## src/rtl/ppm_lh_pkg.sv

```systemverilog
// ----------------------------------------------------------------------------
// ppm_lh_pkg
// Shared types and constants of the PPM luma histogram block.
// ----------------------------------------------------------------------------
package ppm_lh_pkg;

  // Default sizing of the block.
  localparam int MAX_DIM_DEF   = 65535;
  localparam int BIN_CNT_W_DEF = 32;
  localparam int OUT_CNT_W     = 32;
  localparam int NUM_BINS      = 5;

  // Luma weights in 16-bit fixed point; they sum to 65536.
  localparam logic [15:0] W_RED      = 16'd13933;
  localparam logic [15:0] W_GREEN    = 16'd46871;
  localparam logic [15:0] W_BLUE     = 16'd4732;
  localparam logic [23:0] ROUND_HALF = 24'd32768;

  // Upper bounds of the lower four bins.
  localparam logic [7:0] LIM_DARK = 8'd50;
  localparam logic [7:0] LIM_LOW  = 8'd101;
  localparam logic [7:0] LIM_MID  = 8'd152;
  localparam logic [7:0] LIM_HIGH = 8'd203;

  // Bin indexes.
  localparam int BIN_DARK   = 0;
  localparam int BIN_LOW    = 1;
  localparam int BIN_MID    = 2;
  localparam int BIN_HIGH   = 3;
  localparam int BIN_BRIGHT = 4;

  // Colour channel codes.
  localparam logic [1:0] CH_RED   = 2'd0;
  localparam logic [1:0] CH_GREEN = 2'd1;
  localparam logic [1:0] CH_BLUE  = 2'd2;

  // Header characters.
  localparam logic [7:0] CHR_P  = 8'h50;
  localparam logic [7:0] CHR_6  = 8'h36;
  localparam logic [7:0] CHR_2  = 8'h32;
  localparam logic [7:0] CHR_5  = 8'h35;
  localparam logic [7:0] CHR_0  = 8'h30;
  localparam logic [7:0] CHR_9  = 8'h39;
  localparam logic [7:0] CHR_LF = 8'h0A;

  // Result status codes.
  localparam logic STAT_DONE = 1'b0;
  localparam logic STAT_ERR  = 1'b1;

  // Per-beat control from the header parser to the bin counter.
  typedef struct packed {
    logic       pix;   // beat is a pixel colour byte
    logic [1:0] chan;  // colour channel of that byte
    logic       emit;  // beat finishes a result and clears the state
    logic       err;   // result is a header error
  } ctl_t;

endpackage

```

## src/rtl/ppm_lh_if.sv

```systemverilog
// ----------------------------------------------------------------------------
// ppm_lh_in_if / ppm_lh_res_if
// Valid/ready channels for the input bytes and the histogram results.
// ----------------------------------------------------------------------------
interface ppm_lh_in_if;
  logic       valid;
  logic       ready;
  logic [7:0] data_byte;

  modport source (output valid, output data_byte, input ready);
  modport sink   (input valid, input data_byte, output ready);
endinterface

interface ppm_lh_res_if;
  logic        valid;
  logic        ready;
  logic        status;
  logic [31:0] bin_dark;
  logic [31:0] bin_low;
  logic [31:0] bin_mid;
  logic [31:0] bin_high;
  logic [31:0] bin_bright;

  modport source (output valid, output status, output bin_dark, output bin_low,
                  output bin_mid, output bin_high, output bin_bright, input ready);
  modport sink   (input valid, input status, input bin_dark, input bin_low,
                  input bin_mid, input bin_high, input bin_bright, output ready);
endinterface

```

## src/rtl/ppm_lh_hdr.sv

```systemverilog
// ----------------------------------------------------------------------------
// ppm_lh_hdr
// Header parser and pixel sequencer: checks the magic, size and maxval
// fields, keeps the pixel count and the colour channel of each byte.
// ----------------------------------------------------------------------------
module ppm_lh_hdr #(
  parameter int MaxDim = ppm_lh_pkg::MAX_DIM_DEF
) (
  input  logic              clk_i,
  input  logic              rst_ni,
  input  logic              step_i,
  input  logic [7:0]        byte_i,
  output ppm_lh_pkg::ctl_t  ctl_o
);

  localparam int DimW = $clog2(MaxDim + 1);
  localparam int AccW = DimW + 4;
  localparam int PixW = 2 * DimW;

  localparam logic [3:0] PH_MAGIC_P = 4'd0;
  localparam logic [3:0] PH_MAGIC_6 = 4'd1;
  localparam logic [3:0] PH_SEP1    = 4'd2;
  localparam logic [3:0] PH_WIDTH   = 4'd3;
  localparam logic [3:0] PH_HEIGHT  = 4'd4;
  localparam logic [3:0] PH_HUE_2   = 4'd5;
  localparam logic [3:0] PH_HUE_5A  = 4'd6;
  localparam logic [3:0] PH_HUE_5B  = 4'd7;
  localparam logic [3:0] PH_SEP2    = 4'd8;
  localparam logic [3:0] PH_PIXELS  = 4'd9;

  logic [3:0]      phase_q, phase_d;
  logic [DimW-1:0] width_q, width_d;
  logic [DimW-1:0] height_q, height_d;
  logic [PixW-1:0] pix_left_q, pix_left_d;
  logic [1:0]      chan_q, chan_d;

  logic            is_digit;
  logic [DimW-1:0] size_cur;
  logic [AccW-1:0] size_next;
  logic            size_ok;
  logic            emit, err;

  assign is_digit  = (byte_i >= ppm_lh_pkg::CHR_0) && (byte_i <= ppm_lh_pkg::CHR_9);
  assign size_cur  = (phase_q == PH_WIDTH) ? width_q : height_q;
  assign size_next = {size_cur, 3'b000} + {3'b000, size_cur, 1'b0}
                   + AccW'(byte_i - ppm_lh_pkg::CHR_0);
  assign size_ok   = is_digit && (size_next <= AccW'(MaxDim));

  always_comb begin
    phase_d    = phase_q;
    width_d    = width_q;
    height_d   = height_q;
    pix_left_d = pix_left_q;
    chan_d     = chan_q;
    emit       = 1'b0;
    err        = 1'b0;
    unique case (phase_q)
      PH_MAGIC_P: begin
        if (byte_i != ppm_lh_pkg::CHR_P) err = 1'b1;
        else phase_d = PH_MAGIC_6;
      end
      PH_MAGIC_6: begin
        if (byte_i != ppm_lh_pkg::CHR_6) err = 1'b1;
        else phase_d = PH_SEP1;
      end
      PH_SEP1: phase_d = PH_WIDTH;
      PH_WIDTH, PH_HEIGHT: begin
        if (byte_i == ppm_lh_pkg::CHR_LF) begin
          phase_d = (phase_q == PH_WIDTH) ? PH_HEIGHT : PH_HUE_2;
        end else if (!size_ok) begin
          err = 1'b1;
        end else if (phase_q == PH_WIDTH) begin
          width_d = size_next[DimW-1:0];
        end else begin
          height_d = size_next[DimW-1:0];
        end
      end
      PH_HUE_2: begin
        if (byte_i != ppm_lh_pkg::CHR_2) err = 1'b1;
        else phase_d = PH_HUE_5A;
      end
      PH_HUE_5A: begin
        if (byte_i != ppm_lh_pkg::CHR_5) err = 1'b1;
        else phase_d = PH_HUE_5B;
      end
      PH_HUE_5B: begin
        if (byte_i != ppm_lh_pkg::CHR_5) err = 1'b1;
        else phase_d = PH_SEP2;
      end
      PH_SEP2: begin
        pix_left_d = PixW'(width_q * height_q);
        chan_d     = ppm_lh_pkg::CH_RED;
        if ((width_q == '0) || (height_q == '0)) emit = 1'b1;
        else phase_d = PH_PIXELS;
      end
      PH_PIXELS: begin
        unique case (chan_q)
          ppm_lh_pkg::CH_RED:   chan_d = ppm_lh_pkg::CH_GREEN;
          ppm_lh_pkg::CH_GREEN: chan_d = ppm_lh_pkg::CH_BLUE;
          default: begin
            chan_d     = ppm_lh_pkg::CH_RED;
            pix_left_d = pix_left_q - PixW'(1);
            if (pix_left_q == PixW'(1)) emit = 1'b1;
          end
        endcase
      end
      default: begin
        phase_d    = PH_MAGIC_P;
        width_d    = '0;
        height_d   = '0;
        pix_left_d = '0;
        chan_d     = ppm_lh_pkg::CH_RED;
      end
    endcase
    if (emit || err) begin
      phase_d    = PH_MAGIC_P;
      width_d    = '0;
      height_d   = '0;
      pix_left_d = '0;
      chan_d     = ppm_lh_pkg::CH_RED;
    end
  end

  always_ff @(posedge clk_i or negedge rst_ni) begin
    if (!rst_ni) begin
      phase_q    <= PH_MAGIC_P;
      width_q    <= '0;
      height_q   <= '0;
      pix_left_q <= '0;
      chan_q     <= ppm_lh_pkg::CH_RED;
    end else if (step_i) begin
      phase_q    <= phase_d;
      width_q    <= width_d;
      height_q   <= height_d;
      pix_left_q <= pix_left_d;
      chan_q     <= chan_d;
    end
  end

  assign ctl_o.pix  = (phase_q == PH_PIXELS);
  assign ctl_o.chan = chan_q;
  assign ctl_o.emit = emit || err;
  assign ctl_o.err  = err;

endmodule

```

## src/rtl/ppm_lh_bins.sv

```systemverilog
// ----------------------------------------------------------------------------
// ppm_lh_bins
// Luma accumulator and the five saturating bin counters.
// ----------------------------------------------------------------------------
module ppm_lh_bins #(
  parameter int BinCntW = ppm_lh_pkg::BIN_CNT_W_DEF
) (
  input  logic                                          clk_i,
  input  logic                                          rst_ni,
  input  logic                                          step_i,
  input  logic [7:0]                                    byte_i,
  input  ppm_lh_pkg::ctl_t                              ctl_i,
  output logic [ppm_lh_pkg::NUM_BINS-1:0][BinCntW-1:0]  counts_o
);

  localparam int NumBins = ppm_lh_pkg::NUM_BINS;

  logic [23:0]                     partial_q, partial_d;
  logic [NumBins-1:0][BinCntW-1:0] cnt_q, cnt_d;
  logic [15:0]                     weight;
  logic [23:0]                     product, base, luma_sum;
  logic [7:0]                      luma;
  logic [NumBins-1:0]              hit;

  always_comb begin
    unique case (ctl_i.chan)
      ppm_lh_pkg::CH_RED:   weight = ppm_lh_pkg::W_RED;
      ppm_lh_pkg::CH_GREEN: weight = ppm_lh_pkg::W_GREEN;
      default:              weight = ppm_lh_pkg::W_BLUE;
    endcase
  end

  // One constant-weight product per colour byte; blue also adds the rounding.
  assign product  = 24'(weight * byte_i);
  assign base     = (ctl_i.chan == ppm_lh_pkg::CH_RED) ? '0 : partial_q;
  assign luma_sum = base + product
                  + ((ctl_i.chan == ppm_lh_pkg::CH_BLUE) ? ppm_lh_pkg::ROUND_HALF : '0);
  assign luma     = luma_sum[23:16];

  always_comb begin
    hit = '0;
    if (ctl_i.pix && (ctl_i.chan == ppm_lh_pkg::CH_BLUE)) begin
      priority if (luma <= ppm_lh_pkg::LIM_DARK) hit[ppm_lh_pkg::BIN_DARK] = 1'b1;
      else if (luma <= ppm_lh_pkg::LIM_LOW)      hit[ppm_lh_pkg::BIN_LOW] = 1'b1;
      else if (luma <= ppm_lh_pkg::LIM_MID)      hit[ppm_lh_pkg::BIN_MID] = 1'b1;
      else if (luma <= ppm_lh_pkg::LIM_HIGH)     hit[ppm_lh_pkg::BIN_HIGH] = 1'b1;
      else                                       hit[ppm_lh_pkg::BIN_BRIGHT] = 1'b1;
    end
  end

  always_comb begin
    for (int i = 0; i < NumBins; i++) begin
      cnt_d[i] = cnt_q[i];
      if (hit[i] && (cnt_q[i] != '1)) cnt_d[i] = cnt_q[i] + BinCntW'(1);
    end
  end

  assign partial_d = (ctl_i.pix && (ctl_i.chan != ppm_lh_pkg::CH_BLUE)) ? luma_sum : '0;

  always_ff @(posedge clk_i or negedge rst_ni) begin
    if (!rst_ni) begin
      partial_q <= '0;
      cnt_q     <= '0;
    end else if (step_i) begin
      partial_q <= ctl_i.emit ? '0 : partial_d;
      cnt_q     <= ctl_i.emit ? '0 : cnt_d;
    end
  end

  // Counts including this beat's pixel, for the result register.
  assign counts_o = cnt_d;

endmodule

```

## src/rtl/ppm_luma_histogram.sv

```systemverilog
// ----------------------------------------------------------------------------
// ppm_luma_histogram
// Parses a binary PPM byte stream and returns a five-bin luma histogram.
// ----------------------------------------------------------------------------
//
//   Channel  Dir  Payload                                  Beat
//   in_i     in   data_byte[7:0]                           one file byte
//   res_o    out  status, bin_dark/low/mid/high/bright     one result
//
// Every byte is taken into an input register and processed from there, so a
// byte is accepted every cycle while the result register is free or drains;
// the byte that ends the file or the header error loads the result register.
// The processing stage is a single constant-weight 16x8 multiply, an add and
// the bin compare; the width by height product is formed in the same stage.
// Reset clears the parser, the accumulator, the counters and both valid flags.
// While a result waits to be taken, one more byte is still taken into the
// input register and then the input is held off until the result drains.
// ----------------------------------------------------------------------------
module ppm_luma_histogram #(
  parameter int MaxDim  = ppm_lh_pkg::MAX_DIM_DEF,
  parameter int BinCntW = ppm_lh_pkg::BIN_CNT_W_DEF
) (
  input  logic                clk_i,
  input  logic                rst_ni,
  ppm_lh_in_if.sink           in_i,
  ppm_lh_res_if.source        res_o
);

  localparam int OutW    = ppm_lh_pkg::OUT_CNT_W;
  localparam int NumBins = ppm_lh_pkg::NUM_BINS;

  // Input register.
  logic       in_vld_q;
  logic [7:0] in_byte_q;

  // Result register.
  logic                       out_vld_q;
  logic                       out_stat_q;
  logic [NumBins-1:0][OutW-1:0] out_cnt_q;

  logic                            step;
  ppm_lh_pkg::ctl_t                ctl;
  logic [NumBins-1:0][BinCntW-1:0] counts;

  // The waiting byte moves on whenever the result register is free or drains.
  assign step       = in_vld_q && (!out_vld_q || res_o.ready);
  assign in_i.ready = !in_vld_q || step;

  always_ff @(posedge clk_i or negedge rst_ni) begin
    if (!rst_ni) begin
      in_vld_q <= 1'b0;
    end else if (in_i.ready) begin
      in_vld_q <= in_i.valid;
    end
  end

  always_ff @(posedge clk_i) begin
    if (in_i.valid && in_i.ready) begin
      in_byte_q <= in_i.data_byte;
    end
  end

  ppm_lh_hdr #(
    .MaxDim (MaxDim)
  ) u_hdr (
    .clk_i  (clk_i),
    .rst_ni (rst_ni),
    .step_i (step),
    .byte_i (in_byte_q),
    .ctl_o  (ctl)
  );

  ppm_lh_bins #(
    .BinCntW (BinCntW)
  ) u_bins (
    .clk_i    (clk_i),
    .rst_ni   (rst_ni),
    .step_i   (step),
    .byte_i   (in_byte_q),
    .ctl_i    (ctl),
    .counts_o (counts)
  );

  // A result is loaded when the processed beat finishes a file or fails the
  // header; a taken result with nothing behind it empties the register.
  always_ff @(posedge clk_i or negedge rst_ni) begin
    if (!rst_ni) begin
      out_vld_q <= 1'b0;
    end else if (step && ctl.emit) begin
      out_vld_q <= 1'b1;
    end else if (res_o.ready) begin
      out_vld_q <= 1'b0;
    end
  end

  // An error result carries zero counts.
  always_ff @(posedge clk_i) begin
    if (step && ctl.emit) begin
      out_stat_q <= ctl.err ? ppm_lh_pkg::STAT_ERR : ppm_lh_pkg::STAT_DONE;
      for (int i = 0; i < NumBins; i++) begin
        out_cnt_q[i] <= ctl.err ? '0 : OutW'(counts[i]);
      end
    end
  end

  assign res_o.valid      = out_vld_q;
  assign res_o.status     = out_stat_q;
  assign res_o.bin_dark   = out_cnt_q[ppm_lh_pkg::BIN_DARK];
  assign res_o.bin_low    = out_cnt_q[ppm_lh_pkg::BIN_LOW];
  assign res_o.bin_mid    = out_cnt_q[ppm_lh_pkg::BIN_MID];
  assign res_o.bin_high   = out_cnt_q[ppm_lh_pkg::BIN_HIGH];
  assign res_o.bin_bright = out_cnt_q[ppm_lh_pkg::BIN_BRIGHT];

endmodule

```

## src/flat_wrapper.sv

```systemverilog
// flat-port wrapper written by rule: the top's interface ports become plain ports
module ppm_luma_histogram_flat 
#(
  parameter int MaxDim  = ppm_lh_pkg::MAX_DIM_DEF,
  parameter int BinCntW = ppm_lh_pkg::BIN_CNT_W_DEF
)
  (clk_i, rst_ni, in_i_valid, in_i_data_byte, in_i_ready, res_o_valid, res_o_status, res_o_bin_dark, res_o_bin_low, res_o_bin_mid, res_o_bin_high, res_o_bin_bright, res_o_ready);
  ppm_lh_in_if in_i_i ();
  ppm_lh_res_if res_o_i ();
  input  logic clk_i;
  input  logic rst_ni;
  input wire logic [$bits(in_i_i.valid)-1:0] in_i_valid;
  input wire logic [$bits(in_i_i.data_byte)-1:0] in_i_data_byte;
  output wire logic [$bits(in_i_i.ready)-1:0] in_i_ready;
  output wire logic [$bits(res_o_i.valid)-1:0] res_o_valid;
  output wire logic [$bits(res_o_i.status)-1:0] res_o_status;
  output wire logic [$bits(res_o_i.bin_dark)-1:0] res_o_bin_dark;
  output wire logic [$bits(res_o_i.bin_low)-1:0] res_o_bin_low;
  output wire logic [$bits(res_o_i.bin_mid)-1:0] res_o_bin_mid;
  output wire logic [$bits(res_o_i.bin_high)-1:0] res_o_bin_high;
  output wire logic [$bits(res_o_i.bin_bright)-1:0] res_o_bin_bright;
  input wire logic [$bits(res_o_i.ready)-1:0] res_o_ready;
  assign in_i_i.valid = in_i_valid;
  assign in_i_i.data_byte = in_i_data_byte;
  assign in_i_ready = in_i_i.ready;
  assign res_o_valid = res_o_i.valid;
  assign res_o_status = res_o_i.status;
  assign res_o_bin_dark = res_o_i.bin_dark;
  assign res_o_bin_low = res_o_i.bin_low;
  assign res_o_bin_mid = res_o_i.bin_mid;
  assign res_o_bin_high = res_o_i.bin_high;
  assign res_o_bin_bright = res_o_i.bin_bright;
  assign res_o_i.ready = res_o_ready;
  ppm_luma_histogram #(.MaxDim(MaxDim), .BinCntW(BinCntW)) u_core (.clk_i(clk_i), .rst_ni(rst_ni), .in_i(in_i_i), .res_o(res_o_i));
endmodule
```

## config.mk

```make
export PLATFORM = sky130hd
export DESIGN_NAME = ppm_luma_histogram_flat
export DESIGN_NICKNAME = d
export VERILOG_FILES = /design/src/rtl/ppm_lh_pkg.sv /design/src/rtl/ppm_lh_if.sv /design/src/rtl/ppm_lh_hdr.sv /design/src/rtl/ppm_lh_bins.sv /design/src/rtl/ppm_luma_histogram.sv /design/src/flat_wrapper.sv
export SDC_FILE = /design/constraint.sdc
export NUM_CORES = 2
export LEC_CHECK = 0
export BUFFER_PORTS_ARGS = -buffer_cell sky130_fd_sc_hd__clkbuf_2
export CAP_MARGIN = 20
export CORE_MARGIN = 2
export CORE_UTILIZATION = 44
export CTS_CLUSTER_DIAMETER = 150
export DETAILED_ROUTE_END_ITERATION = 8
export HOLD_SLACK_MARGIN = 0.15
export PLACE_DENSITY = 0.71
export SETUP_SLACK_MARGIN = 0.3
export SYNTH_ARGS = -nofsm -noshare
export SYNTH_HDL_FRONTEND = slang
export SYNTH_SLANG_ARGS = --single-unit
```

## constraint.sdc

```tcl
create_clock -name clk_i -period 7.95 [get_ports clk_i]
set_input_delay 0.3975 -clock clk_i [delete_from_list [all_inputs] [get_ports clk_i]]
set_output_delay 0.3975 -clock clk_i [all_outputs]
set_load 0.02 [all_outputs]
```

* Word level (Yosys, flattened, before mapping)
Index checks and enable logic that the tools add are counted.
** Storage, ports and cells
- Register bits after elaboration :: 425
- Input port bits :: 12
- Output and inout bits :: 163
- Logic and storage cells :: 172
** Operators by class
- Add/sub/neg operators :: 11
- $mul :: 2
- $lt $le $gt $ge :: 7
- Eq/ne operators :: 38
- Multiplexer cells :: 61
- Reduce and logical (&&, ||, !) cells :: 33
** Operators by type and width (count)
- $mux W32 :: 7
- $add A32 B1 Y32 const B :: 5
- $mux W16 :: 10
- $mux W160 :: 1
- $ne A32 B32 Y1 const B :: 5
- $pmux W16 S2 :: 3
- $pmux W32 S3 :: 1
- $mux W24 :: 3
- $mux W4 :: 9
- $ne A3 B2 Y1 const B :: 12
- $pmux W4 S9 :: 1
- $eq A32 B1 Y1 const B :: 1
- $logic_not A16 Y1 :: 2
- $mul A16 B16 Y32 :: 1
- $sub A32 B1 Y32 const B :: 1
- $add A24 B16 Y24 :: 1
- $add A24 B24 Y24 :: 1
- $mul A16 B8 Y24 :: 1
- $ne A8 B6 Y1 const B :: 3
- $add A19 B17 Y20 :: 1
- $add A20 B20 Y20 :: 1
- $le A20 B16 Y1 const B :: 1
- $mux W1 :: 18
- $eq A4 B3 Y1 const B :: 4
- 32 further kinds :: 59

* Logic depth before layout (Yosys ltp)
- Depth in word-level cells :: 14
- Gate-level depth with buffers :: 28
- Depth with buffers taken out :: 24

* Hierarchy
From an unflattened synthesis, not the netlist that was laid out.
** Second synthesis, totals
- Cells, all modules :: 3930
- Area, all modules :: 36671.4 sq um
** Modules (own cells, without submodules)
- ppm_lh_bins :: times used 1, cells each 1941, area an instance 16692.3 sq um
- ppm_lh_hdr :: times used 1, cells each 1633, area an instance 13706.9 sq um
- ppm_luma_histogram :: times used 1, cells each 356, area an instance 6272.3 sq um

* Worst setup path before layout
OpenSTA, ideal clock, no wires.
- Kind :: register -> register
- From :: register u_core.u_hdr.phase_q[0]
- To :: register u_core.out_cnt_q, in the netlist u_core.res_o.bin_bright[0], enable pin
- Arrival :: 8.324 ns
- Required time :: 7.437 ns
- Slack :: -0.888 ns
- Stages on the path, launching flop included :: 19
- Clock period less this slack :: 8.838 ns
- Path through :: dfrtp_1 > clkbuf_1 > nand2_1 > nor3_1 > clkbuf_1 > mux2i_1 > inv_1 > fa_1 > ha_1 > o21a_1 > o31a_1 > o221a_2 > o21ba_2 > a211o_1 > a2111oi_2 > o31a_1 > buf_2 > o21ai_0 > inv_1
** On the way
- Word-level cells in the longest chain between the ends :: 11
- Elaborated cells between the ends (all ways) :: 22
** Ends and longest elaborated chain
- from (decl) :: RTL line ppm_lh_hdr.sv:31 : logic [3:0] phase_q, phase_d;
- from (signal assigned) :: RTL line ppm_lh_hdr.sv:132 : phase_q <= phase_d;
- $eq A4 B2 Y1 :: RTL line ppm_lh_hdr.sv:44, ppm_lh_hdr.sv:57
- $mux W16 :: RTL line ppm_lh_hdr.sv:44 : assign size_cur = (phase_q == PH_WIDTH) ? width_q : height_q;
- $add A19 B17 Y20 :: RTL line ppm_lh_hdr.sv:45 : assign size_next = {size_cur, 3'b000} + {3'b000, size_cur, 1'b0}
- $add A20 B20 Y20 :: RTL line ppm_lh_hdr.sv:46 : + AccW'(byte_i - ppm_lh_pkg::CHR_0);
- $le A20 B16 Y1 :: RTL line ppm_lh_hdr.sv:47 : assign size_ok = is_digit && (size_next <= AccW'(MaxDim));
- $logic_and A1 B1 Y1 :: RTL line ppm_lh_hdr.sv:47
- $mux W1 :: RTL line ppm_lh_hdr.sv:70 : end else if (!size_ok) begin
- $mux W1 :: RTL line ppm_lh_hdr.sv:68 : if (byte_i == ppm_lh_pkg::CHR_LF) begin
- $pmux W1 S5 :: RTL line ppm_lh_hdr.sv:57 : unique case (phase_q)
- $logic_or A1 B1 Y1 (*) :: RTL line ppm_lh_hdr.sv:142 : assign ctl_o.emit = emit || err;
- $logic_and A1 B1 Y1 (*) :: RTL line ppm_luma_histogram.sv:98 : if (step && ctl.emit) begin
- to (signal, indexed assignment) :: RTL line ppm_luma_histogram.sv:101 : out_cnt_q[i] <= ctl.err ? '0 : OutW'(counts[i]);
- to (decl) :: RTL line ppm_luma_histogram.sv:39 : logic [NumBins-1:0][OutW-1:0] out_cnt_q;
Mark *: on every way between the ends. The rest lies on a longest branch, timed or not.
A chain may end at the register's enable or synchronous reset.

* Worst setup path after layout
- From :: register u_core.u_hdr.chan_q[0]
- To :: register u_core.out_cnt_q, in the netlist u_core.res_o.bin_bright[5], data pin
** On the way
- Word-level cells in the longest chain between the ends :: 13
- Elaborated cells between the ends (all ways) :: 21
** Ends and longest elaborated chain
- from (decl) :: RTL line ppm_lh_hdr.sv:35 : logic [1:0] chan_q, chan_d;
- from (signal assigned) :: RTL line ppm_lh_hdr.sv:130 : chan_q <= ppm_lh_pkg::CH_RED;
- from (signal assigned) :: RTL line ppm_lh_hdr.sv:136 : chan_q <= chan_d;
- $eq A2 B1 Y1 or $logic_not A2 Y1 (tied branches) :: RTL line ppm_lh_bins.sv:26, ppm_lh_bins.sv:35
- $pmux W16 S2 :: RTL line ppm_lh_bins.sv:26 : unique case (ctl_i.chan)
- $mul A16 B8 Y24 :: RTL line ppm_lh_bins.sv:34 : assign product = 24'(weight * byte_i);
- $add A24 B24 Y24 :: RTL line ppm_lh_bins.sv:36 : assign luma_sum = base + product
- $add A24 B16 Y24 :: RTL line ppm_lh_bins.sv:37 : + ((ctl_i.chan == ppm_lh_pkg::CH_BLUE) ? ppm_lh_pkg::ROUND_HALF : '0);
- $le A8 B8 Y1 :: RTL line ppm_lh_bins.sv:46 : else if (luma <= ppm_lh_pkg::LIM_HIGH) hit[ppm_lh_pkg::BIN_HIGH] = 1'b1;
- $mux W1 :: RTL line ppm_lh_bins.sv:46
- $mux W2 :: RTL line ppm_lh_bins.sv:45 : else if (luma <= ppm_lh_pkg::LIM_MID) hit[ppm_lh_pkg::BIN_MID] = 1'b1;
- $mux W3 :: RTL line ppm_lh_bins.sv:44 : else if (luma <= ppm_lh_pkg::LIM_LOW) hit[ppm_lh_pkg::BIN_LOW] = 1'b1;
- $mux W4 :: RTL line ppm_lh_bins.sv:43 : priority if (luma <= ppm_lh_pkg::LIM_DARK) hit[ppm_lh_pkg::BIN_DARK] = 1'b1;
- $mux W5 (*) :: RTL line ppm_lh_bins.sv:42 : if (ctl_i.pix && (ctl_i.chan == ppm_lh_pkg::CH_BLUE)) begin
- $logic_and A1 B1 Y1 (*) :: RTL line ppm_lh_bins.sv:54 : if (hit[i] && (cnt_q[i] != '1)) cnt_d[i] = cnt_q[i] + BinCntW'(1);
- $mux W32 (*) :: RTL line ppm_lh_bins.sv:54
Marks and branches as above.

==> reports/results.tsv <==
metric	value	unit
avgSynthCellArea	9.31	µm²
synth-edff-count	169	
portBuffers	174	
die_width	290	µm
synth_top_area_share	17.8	%
worstMarginPinSlew	0.999	ns
min_from	res_o_ready	
antenna_left	0	
hold_violations	0	
setup-tns-final	0	ns
routed_wl	97.2	mm
cts_sinks	425	
hold_class	input port to flip-flop	
timing_worst_setup_path_type	flip-flop to flip-flop	
synth.cell_area	36100	µm²
fill_cells	7637	
clockRootBuffer	clkbuf_16	
drcViolationCount	0	
powerDensity	162	nW/µm²
ys.flop_type	dfrtp_1	
drt-initial-drc-count	2553	
gp_congestion	0.916	
die_y	290	µm
drv_cap	0	
fmax	0.136	GHz
via_per_inst	5.74	
synth_seq_cells	425	
synthDistinctLibCells	93	
core_area	81600	µm²
async_flop_share	60.2	%
placedCellCount	4978	
rows	105	
rr_startpoint	u_core.u_hdr.chan_q[0]$_DFFE_PN0P_	
area_growth	10.7	%
fin_util	49.0	%
finalCriticalPeriod	7.35	ns
grt_use_total	23.1	%
arrival	7.69	ns
cts_buffers	48	
regArea	11500	µm²
overflow	0	
startpoint_type	flip-flop	
yosysMostFrequentCell	inv_1	
fin_crit_sh	92.4	%
final_cells	5084	
synthTopCellsByCount	inv_1, nand2_1, fa_1	
dr_total_vias	29200	
critical_path_required	8.29	ns
rr_worst_depth	22	
setup_viol	0	
slew_violations	0	
hold_path_end	u_core.res_o.valid$_DFFE_PN0P_	
nNetsFinal	4491	
tritoncts	built	
end_kind	flip-flop	
multi_input_area	22200	µm²
first_pass_iters	5	
start_util	44.2	%
antenna_found_initial	1	
fin_skew	0.0434	ns
worstReg2RegEnd	u_core.res_o.bin_bright[5]$_SDFFCE_PP0P_	
yosys-top-cells-area	dfrtp_1, fa_1, edfxtp_1	
die_area	84300	µm²
synthCells	3875	
hold_depth	3	
relSlewSlack	31.7	%
reg2reg_slack	0.60	ns
crit_path_max_fanout	12	
clock_path_buffers	3	
cts.htree.levels	2	
grt_pass1_vias	29700	
clock_latency	0.62	ns
diodes	0	
leakage	17.5	nW
dp_hpwl	70.0	mm
grt_max_degree	83	
clk_pin_slew	0.06	ns
yosysSeqAreaShare	31.8	%
status	completed	
syn_nets	4392	
layout-drive-gt1-share	10.2	%
rsz0062_at_grt	false	
grt_pass1_wl	159	mm
vdd_drop_max	0.152	mV
avgRoutedWirePerCell	19.1	µm
ys.warnings.count	0	
ios	175	
yosys.area.top_type	dfrtp_1	
-- where the power goes --
group / total, mW / switching (mW) / internal (mW)
Combinational: 1.77 / 1.14 / 0.631
Sequential: 2.40 / 0.0358 / 2.37
Clock: 2.31 / 0.995 / 1.32
Total: 6.49 / 2.17 / 4.31
-- per-layer routing --
metal	part of all wire, %	vias to the layer above	track usage, %
met5	0.0072	-	0
met4	3.5	2	8.70
met3	6.6	228	3.33
met2	49	1119	39.3
met1	41	14400	29.9
li1	-	13400	-
-- cell type report --
class	count	share of cell area (%)
tap	1070	3.35
inverter	462	4.36
multi-input combinational	2782	55.5
timing repair buffer	255	3.94
clock inverter	35	0.924
clock buffer	55	3.15
sequential	425	28.7
-- registers in the layout, summed over array words and instances (netlist names), 24 cells and up --
signal,count
u_core.res_o.bin_mid,32
u_core.res_o.bin_dark,32
u_core.res_o.bin_high,32
u_core.u_bins.partial_q,24
u_core.res_o.bin_bright,32
u_core.u_bins.cnt_q,160
u_core.u_hdr.pix_left_q,32
u_core.res_o.bin_low,32
-- how the worst max path moves through the flow --
stage,from,endpoint,slack [ns]
global placement,u_core.u_hdr.chan_q[1]$_DFFE_PN0P_,u_core.res_o.bin_dark[17]$_SDFFCE_PP0P_,0.51
global route,u_core.u_hdr.chan_q[0]$_DFFE_PN0P_,u_core.res_o.bin_low[10]$_SDFFCE_PP0P_,0.31
CTS,u_core.u_hdr.chan_q[0]$_DFFE_PN0P_,u_core.res_o.bin_dark[17]$_SDFFCE_PP0P_,0.35
finish,u_core.u_hdr.chan_q[0]$_DFFE_PN0P_,u_core.res_o.bin_bright[5]$_SDFFCE_PP0P_,0.60
detailed placement,u_core.u_hdr.chan_q[0]$_DFFE_PN0P_,u_core.res_o.bin_dark[17]$_SDFFCE_PP0P_,0.34
floorplan,u_core.u_hdr.phase_q[0]$_DFFE_PN0P_,u_core.res_o.bin_bright[0]$_SDFFCE_PP0P_,0.42
-- critical path, cell delays in order, from the launching register on --
cell	delay (ns)
dfrtp_1	0.58
nand2b_1	0.25
and2_1	0.24
inv_1	0.12
fa_1	0.43
fa_1	0.51
inv_1	0.04
ha_1	0.27
inv_1	0.05
fa_1	0.52
inv_1	0.04
ha_1	0.28
ha_1	0.26
fa_1	0.45
a211oi_1	0.37
o211ai_2	0.22
a211oi_1	0.51
xor2_2	0.24
o211a_1	0.40
or4b_1	0.71
or3_1	0.41
xor2_1	0.15
nor2_1	0.05
-- cell families after synthesis --
kind of cell	Yosys count	synth area share, %
compound gates	719	13.1
flops	425	31.8
simple gates	1311	18.1
mux	53	1.52
fa+ha+maj	505	23.6
buf+inv	668	7.11
xor+xnor	194	4.81
-- cell usage in the layout (no fill, tap or decap), types with 126 or more instances in the layout --
master      n
xnor2_1   126
nand2_1   368
a21oi_1   197
ha_1      214
o21ai_0   161
inv_1     460
nor2_1    279
edfxtp_1  169
clkbuf_2  173
dfrtp_1   255
fa_1      291
-- per-stage QoR --
stage          cell area, µm²  power [mW]  setup WS (ns)  hold slack [ns]
2_1_floorplan           36100        3.66          0.423            0.102
3_3_place_gp            38100        4.08          0.509            0.459
3_5_place_dp            38100        4.11          0.336            0.467
4_1_cts                 39800        6.44          0.354            0.231
5_1_grt                 39900        6.78          0.305            0.256
6_report                39900        6.49          0.604            0.272
-- repair_timing --
item | in CTS | in global routing
setup endpoints to repair | 0 | 118
hold buffers | 10 | 0
buffers inserted | 0 | 5
hold endpoints to repair | 88 | 0
gates resized for setup | 0 | 15
(Power assumes the default switching activity.)
